===== src/rtl/sidac_pkg.sv =====
`timescale 1ns / 1ps
`default_nettype none

package sidac_pkg;

    localparam int VALUE_W  = 32;
    localparam int CHAR_W   = 7;
    localparam int DIGITS   = 10;
    localparam int BCD_W    = 4 * DIGITS;
    localparam int BITCNT_W = $clog2(VALUE_W);
    localparam int DIGCNT_W = $clog2(DIGITS + 1);

    localparam logic [CHAR_W-1:0] CHAR_MINUS = 7'd45;
    localparam logic [CHAR_W-1:0] CHAR_ZERO  = 7'd48;

    typedef logic [BCD_W-1:0] bcd_t;

endpackage

`default_nettype wire


===== src/rtl/signed_int_to_decimal_ascii_core.sv =====
`timescale 1ns / 1ps
`default_nettype none
// The first character (the minus sign when negative) is registered after the request
// is taken, the bit-serial conversion has run and leading zero digits are skipped.
// A new request is taken only in idle, once the last character of the previous one
// has been registered; the conversion is bit-serial shift-and-add-3, one input bit per cycle.
// Reset (aresetn, synchronous, active low) returns to idle with no result pending.
module signed_int_to_decimal_ascii_core (
    input  wire logic                                 aclk,
    input  wire logic                                 aresetn,
    input  wire logic                                 s_valid,
    output logic                                      s_ready,
    input  wire logic signed [sidac_pkg::VALUE_W-1:0] s_value,
    output logic                                      m_valid,
    input  wire logic                                 m_ready,
    output logic             [sidac_pkg::CHAR_W-1:0]  m_char_code,
    output logic                                      m_last
);
    import sidac_pkg::*;

    localparam logic [2:0] ST_IDLE = 3'd0;
    localparam logic [2:0] ST_CONV = 3'd1;
    localparam logic [2:0] ST_SKIP = 3'd2;
    localparam logic [2:0] ST_SIGN = 3'd3;
    localparam logic [2:0] ST_EMIT = 3'd4;

    logic [2:0]          state_reg, state_next;
    logic                neg_reg, neg_next;
    logic [VALUE_W-1:0]  bin_reg, bin_next;
    bcd_t                bcd_reg, bcd_next;
    bcd_t                bcd_adj;
    logic [BITCNT_W-1:0] bitcnt_reg, bitcnt_next;
    logic [DIGCNT_W-1:0] digcnt_reg, digcnt_next;
    logic                m_valid_reg, m_valid_next;
    logic [CHAR_W-1:0]   m_char_reg, m_char_next;
    logic                m_last_reg, m_last_next;
    logic                out_free;
    logic [3:0]          top_digit;
    logic [VALUE_W-1:0]  raw;

    assign s_ready     = (state_reg == ST_IDLE);
    assign m_valid     = m_valid_reg;
    assign m_char_code = m_char_reg;
    assign m_last      = m_last_reg;

    assign out_free  = !m_valid_reg || m_ready;
    assign top_digit = bcd_reg[BCD_W-1 -: 4];
    assign raw       = VALUE_W'(s_value);

    always_comb begin
        for (int i = 0; i < DIGITS; i++) begin
            if (bcd_reg[4*i +: 4] >= 4'd5) begin
                bcd_adj[4*i +: 4] = bcd_reg[4*i +: 4] + 4'd3;
            end else begin
                bcd_adj[4*i +: 4] = bcd_reg[4*i +: 4];
            end
        end
    end

    always_comb begin
        state_next   = state_reg;
        neg_next     = neg_reg;
        bin_next     = bin_reg;
        bcd_next     = bcd_reg;
        bitcnt_next  = bitcnt_reg;
        digcnt_next  = digcnt_reg;
        m_valid_next = m_valid_reg;
        m_char_next  = m_char_reg;
        m_last_next  = m_last_reg;

        if (m_valid_reg && m_ready) begin
            m_valid_next = 1'b0;
        end

        case (state_reg)
            ST_IDLE: begin
                if (s_valid) begin
                    neg_next    = raw[VALUE_W-1];
                    bin_next    = raw[VALUE_W-1] ? (~raw + 1'b1) : raw;
                    bcd_next    = '0;
                    bitcnt_next = '0;
                    digcnt_next = DIGCNT_W'(DIGITS);
                    state_next  = ST_CONV;
                end
            end
            ST_CONV: begin
                bcd_next    = {bcd_adj[BCD_W-2:0], bin_reg[VALUE_W-1]};
                bin_next    = {bin_reg[VALUE_W-2:0], 1'b0};
                bitcnt_next = bitcnt_reg + 1'b1;
                if (bitcnt_reg == BITCNT_W'(VALUE_W - 1)) begin
                    state_next = ST_SKIP;
                end
            end
            ST_SKIP: begin
                if (top_digit == 4'd0 && digcnt_reg != DIGCNT_W'(1)) begin
                    bcd_next    = {bcd_reg[BCD_W-5:0], 4'd0};
                    digcnt_next = digcnt_reg - 1'b1;
                end else if (neg_reg) begin
                    state_next = ST_SIGN;
                end else begin
                    state_next = ST_EMIT;
                end
            end
            ST_SIGN: begin
                if (out_free) begin
                    m_valid_next = 1'b1;
                    m_char_next  = CHAR_MINUS;
                    m_last_next  = 1'b0;
                    state_next   = ST_EMIT;
                end
            end
            ST_EMIT: begin
                if (out_free) begin
                    m_valid_next = 1'b1;
                    m_char_next  = CHAR_ZERO + CHAR_W'(top_digit);
                    m_last_next  = (digcnt_reg == DIGCNT_W'(1));
                    bcd_next     = {bcd_reg[BCD_W-5:0], 4'd0};
                    digcnt_next  = digcnt_reg - 1'b1;
                    if (digcnt_reg == DIGCNT_W'(1)) begin
                        state_next = ST_IDLE;
                    end
                end
            end
            default: begin
                state_next = ST_IDLE;
            end
        endcase
    end

    always_ff @(posedge aclk) begin
        if (!aresetn) begin
            state_reg   <= ST_IDLE;
            m_valid_reg <= 1'b0;
        end else begin
            state_reg   <= state_next;
            m_valid_reg <= m_valid_next;
        end
    end

    always_ff @(posedge aclk) begin
        neg_reg    <= neg_next;
        bin_reg    <= bin_next;
        bcd_reg    <= bcd_next;
        bitcnt_reg <= bitcnt_next;
        digcnt_reg <= digcnt_next;
        m_char_reg <= m_char_next;
        m_last_reg <= m_last_next;
    end

endmodule

`default_nettype wire


===== config.mk =====
export PLATFORM = sky130hd
export DESIGN_NAME = signed_int_to_decimal_ascii_core
export DESIGN_NICKNAME = d
export VERILOG_FILES = /design/src/rtl/sidac_pkg.sv /design/src/rtl/signed_int_to_decimal_ascii_core.sv
export SDC_FILE = /design/constraint.sdc
export NUM_CORES = 1
export LEC_CHECK = 0
export BUFFER_PORTS_ARGS = -buffer_cell sky130_fd_sc_hd__buf_4
export CAP_MARGIN = 5
export CORE_MARGIN = 4
export CORE_UTILIZATION = 55
export CTS_CLUSTER_DIAMETER = 100
export DETAILED_ROUTE_END_ITERATION = 10
export GPL_TIMING_DRIVEN = 0
export PLACE_DENSITY = 0.7
export SLEW_MARGIN = 20
export SYNTH_ARGS = -nofsm -noshare
export SYNTH_HDL_FRONTEND = slang
export SYNTH_SLANG_ARGS = --single-unit

===== constraint.sdc =====
create_clock -name aclk -period 8.05 [get_ports aclk]
set_input_delay 0.4025 -clock aclk [delete_from_list [all_inputs] [get_ports aclk]]
set_output_delay 0.4025 -clock aclk [all_outputs]
set_load 0.01 [all_outputs]

# Yosys cells after proc, flatten, opt, wreduce, memory -nomap -nowiden
# Cells that the tools add are included.
# word_totals
reg_bits	94
latchBits	0
mem_bits_rw	0
romBits	0
input_bits	36
output_inout_bits	10
n_memories	0
# op_classes
n_addsub	14
mul	0
div	0
n_lt_le_gt_ge	10
eq_ne	14
n_shift	0
muxes	40
bitwise_logic	1
n_reduce_logical	17
# op_table
operator	count
40-bit case mux with 4 select lines	1
40-bit 2-to-1 mux	3
32-bit 2-to-1 mux	2
32-bit case mux with 2 select lines	1
4-bit 2-to-1 mux	12
4-bit by 3-bit greater-or-equal comparator with 1-bit output (second input constant)	10
4-bit by 2-bit adder with 4-bit output (second input constant)	9
32-bit by 1-bit adder with 32-bit output (second input constant)	1
32-bit NOT	1
3-bit 2-to-1 mux	8
3-bit case mux with 5 select lines	1
7-bit 2-to-1 mux	2
2-bit != test (second input constant)	7
7-bit case mux with 2 select lines	1
4-bit case mux with 3 select lines	1
5-bit case mux with 2 select lines	1
4-bit AND reduction	2
6-bit by 4-bit adder with 7-bit output (first input constant)	1
3-bit by 2-bit == test with 1-bit output (second input constant)	2
6-bit AND reduction	1
5-bit by 1-bit adder with 5-bit output (second input constant)	1
5-bit == test (second input constant)	1
1-bit 2-to-1 mux	5
5-bit 2-to-1 mux	1
other kinds (18)	21

# Logic depth before layout (Yosys ltp)
# logic_depth
word_depth	5
ltp_mapped	7

# Worst setup path after synthesis
# Ideal clock, no wire load.
# synth_timing
path_kind	register to register
start	register digcnt_reg[0]
end	register bcd_reg[0] (enable)
setup_ns	0.446
arrival_time_ns	2.989
required_time_ns	7.604
slack_ns	4.615
path_stages_with_launch	6
cell_sequence	edfxtp_1 -> ha_1 -> nor3b_1 -> nor4_1 -> a31oi_1 -> o21bai_1
# synth_via
elab_chain_cells	4
# synth_rtl
element	line	source
from (decl)	signed_int_to_decimal_ascii_core.sv:33	logic [DIGCNT_W-1:0] digcnt_reg, digcnt_next;
from (signal assigned)	signed_int_to_decimal_ascii_core.sv:145	digcnt_reg <= digcnt_next;
4-bit by 1-bit != test with 1-bit output	signed_int_to_decimal_ascii_core.sv:95	if (top_digit == 4'd0 && digcnt_reg != DIGCNT_W'(1)) begin
1-bit logical AND	signed_int_to_decimal_ascii_core.sv:95	
2-bit != test (no line)	-	
4-bit AND reduction (no line)	-	
to (signal assigned)	signed_int_to_decimal_ascii_core.sv:143	bcd_reg <= bcd_next;
to (decl)	signed_int_to_decimal_ascii_core.sv:30	bcd_t bcd_reg, bcd_next;
# Every way passes these cells.
# A chain may end at the register's enable or synchronous reset.

# Worst setup path after layout
# layout_timing
start	register state_reg[2]
end	register bcd_reg[12] (enable)
# layout_via
elab_chain_cells	3
# layout_rtl
element	line	source
from (decl)	signed_int_to_decimal_ascii_core.sv:27	logic [2:0] state_reg, state_next;
from (signal assigned)	signed_int_to_decimal_ascii_core.sv:135	state_reg <= state_next;
3-bit by 2-bit == test with 1-bit output, or another cell as far along	signed_int_to_decimal_ascii_core.sv:75	case (state_reg)
2-bit != test (no line) or 4-bit nonzero test (tied branches)	-	
4-bit AND reduction (no line) *	-	
# Mark *: on every way between the ends. The rest lies on a longest branch, timed or not.

==> reports/qor.yml <==
setup_ws_ns: 5.12
fillerInstances: 847
met2_usage_pct: 37.0
grt_pass1_vias: 4318
use_met3_pct: 3.55
grt_setup_unrepaired: "no"
gr-usage-all-layers_pct: 22.3
whs_path_depth: 1
worstHoldEndpoint: "neg_reg$_DFFE_PP_"
routabilityCongestion: 0.894
post_synth_instance_area_um2: 5580
num_antenna_cells: 0
port_buffers: 42
clock_sinks: 92
timing.fmax_mhz: 341
powerDensity_nw_per_um2: 367
grt_pass1_wl_um: 20600
drt_iter0_drc: 280
fin_skew_ns: 0.0100
htreeDepth: 3
die_height_um: 109
finalNonFillerCells: 757
cts.clk_slew.worst_paths_ns: 0.09
holdWs_ns: 0.221
p_leak_nw: 2.29
synth_flop_cell: "edfxtp_1"
setup_viol: 0
post-place-ws_ns: 5.10
synth_nets: 627
post-route-period-util_pct: 36.4
hold_viol_final: 0
initial_utilization_pct: 56.8
busiest_layer: "met2"
drive_gt1_share_pct: 11.7
post_cts_resized: 0
dp.cells: 741
syn_avg_cell_area_um2: 9.87
slew_violations: 0
yosys-top-cells-area: "edfxtp_1, o21ai_0, ha_1, nand2_1, xor2_1"
drtPass1Iterations: 5
ant_nets: 0
netlist_instances: 565
r2r-end: "bcd_reg[12]$_DFFE_PP_"
tritoncts: "yes"
wirelength_um: 12300
vdd_drop_max_mv: 0.180
largest_register_ffs: 40
cts-root-buf: "clkbuf_8"
status: "finished clean"
floorplan.die.width_um: 109
finalCriticalPeriod_ns: 2.93
grt.overflow.total: 0
slew_headroom_pct: 38.5
drcViolationCount: 0
num-nets-final: 681
dieArea_um2: 11800
startpoint_type: "register"
r2r_start: "state_reg[2]$_SDFFE_PN0P_"
rows: 36
synth.largest_area_cell: "edfxtp_1"
synthTopCellsByCount: "edfxtp_1, o21ai_0, nand2_1"
worstSkewPairLatency_ns: 0.37
post-cts-setup-buffers: 0
hold_path_class: "primary input to register"
cp-end-kind: "register"
async_flop_share_pct: 0
holdCritStartpoint: "s_value[31]"
grt_max_degree: 39
core-area_um2: 9820
grt_antenna_before_repair: 0
path_class: "register to register"
yosysTopAreaCellShare_pct: 47.4
synth_cell_types: 50
cp.required_ns: 8.13
power.total_mw: 2.32
yosys_warnings: 0
tns_ns: 0
io_pins: 46
grt_util_met1_pct: 29.3
cp-startpoint: "state_reg[2]$_SDFFE_PN0P_"
vias_per_cell: 5.80
area_delta_synth_final_pct: 13.2
path_max_fanout: 38
ys_seq_area_share_pct: 48.8
hold_buffers: 0
max_cap_viol_count: 0
wl_per_cell_um: 16.2
hpwl_um: 8630
worst_pin_slew_ns: 0.922
rrSetupSlack_ns: 5.12
cts-buffers-inserted: 9
synth_edf_count: 88
vias: 4392
clockBufferDepth: 2
r2r_cells: 6
synth_seq_cells: 92
worstPathArrival_ns: 3.01
yosysMostFrequentCell: "edfxtp_1"
## cells by family (layout without fill, tap and decap cells)
group	count (synthesis)	after routing	share of synthesized area, %
mux	2	2	0.381
fa+ha+maj	26	26	5.83
buf+inv	54	113	3.79
flops	92	92	48.8
simple gates	193	193	17.8
xor+xnor	41	41	6.44
other cells	2	2	0.135
compound gates	155	155	16.8
## worst max-delay path, cell delays in order, from the launching register on
cell and delay (ns):
dfxtp_1 0.30, clkbuf_1 0.17, nand2b_1 0.21, nor2_1 0.41
or2_2 0.82, o21bai_4 0.46, buf_16 0.25
## layer usage
metal / vias to the layer above / share of wire (%)
li1: 2160 / -
met1: 2089 / 44
met2: 123 / 48
met3: 20 / 5.4
met4: 0 / 1.9
met5: - / 0
## layout make-up
class | instances | area (um^2) | share of cell area [%]
Inverter | 27 | 101 | 1.61
Sequential cell | 92 | 2720 | 43.1
Timing Repair Buffer | 43 | 343 | 5.43
Tap cell | 133 | 166 | 2.64
Clock buffer | 9 | 124 | 1.96
Multi-Input combinational cell | 419 | 2650 | 42.0
Clock inverter | 7 | 91.3 | 1.45
Buffer | 27 | 110 | 1.74
## worst max path at each step
stage / to / cells after the start / slack (ns)
global route: bcd_reg[26]$_DFFE_PP_ / 6 / 4.92
finish: bcd_reg[12]$_DFFE_PP_ / 6 / 5.12
global placement: bcd_reg[23]$_DFFE_PP_ / 5 / 3.61
CTS: bcd_reg[15]$_DFFE_PP_ / 6 / 5.09
detailed placement: bcd_reg[20]$_DFFE_PP_ / 6 / 5.10
floorplan: bcd_reg[0]$_DFFE_PP_ / 5 / 4.62
## metrics by stage
stage          utilization, %  cell area (um^2)
2_1_floorplan               -              5580
3_3_place_gp             61.7              6060
3_5_place_dp             62.1              6100
4_1_cts                  64.3              6310
5_1_grt                  64.3              6310
6_report                 64.3              6310
## power breakdown
group / internal [mW] / total [mW] / switching, mW
Combinational: 0.358 / 0.948 / 0.590
Clock: 0.174 / 0.348 / 0.174
Sequential: 0.866 / 1.02 / 0.158
## layout by cell type (no fill, tap or decap), types with 9 or more instances in the layout
cell / instances
a21oi_1: 39
a22o_1: 9
buf_4: 44
clkbuf_1: 23
clkbuf_8: 9
edfxtp_1: 88
ha_1: 26
inv_1: 27
nand2_1: 64
nand2b_1: 18
nor2_1: 34
nor3_1: 10
nor3b_1: 20
o21ai_0: 66
o31ai_1: 14
xnor2_1: 14
xor2_1: 27
No activity file was read; power rests on OpenSTA's default activity.
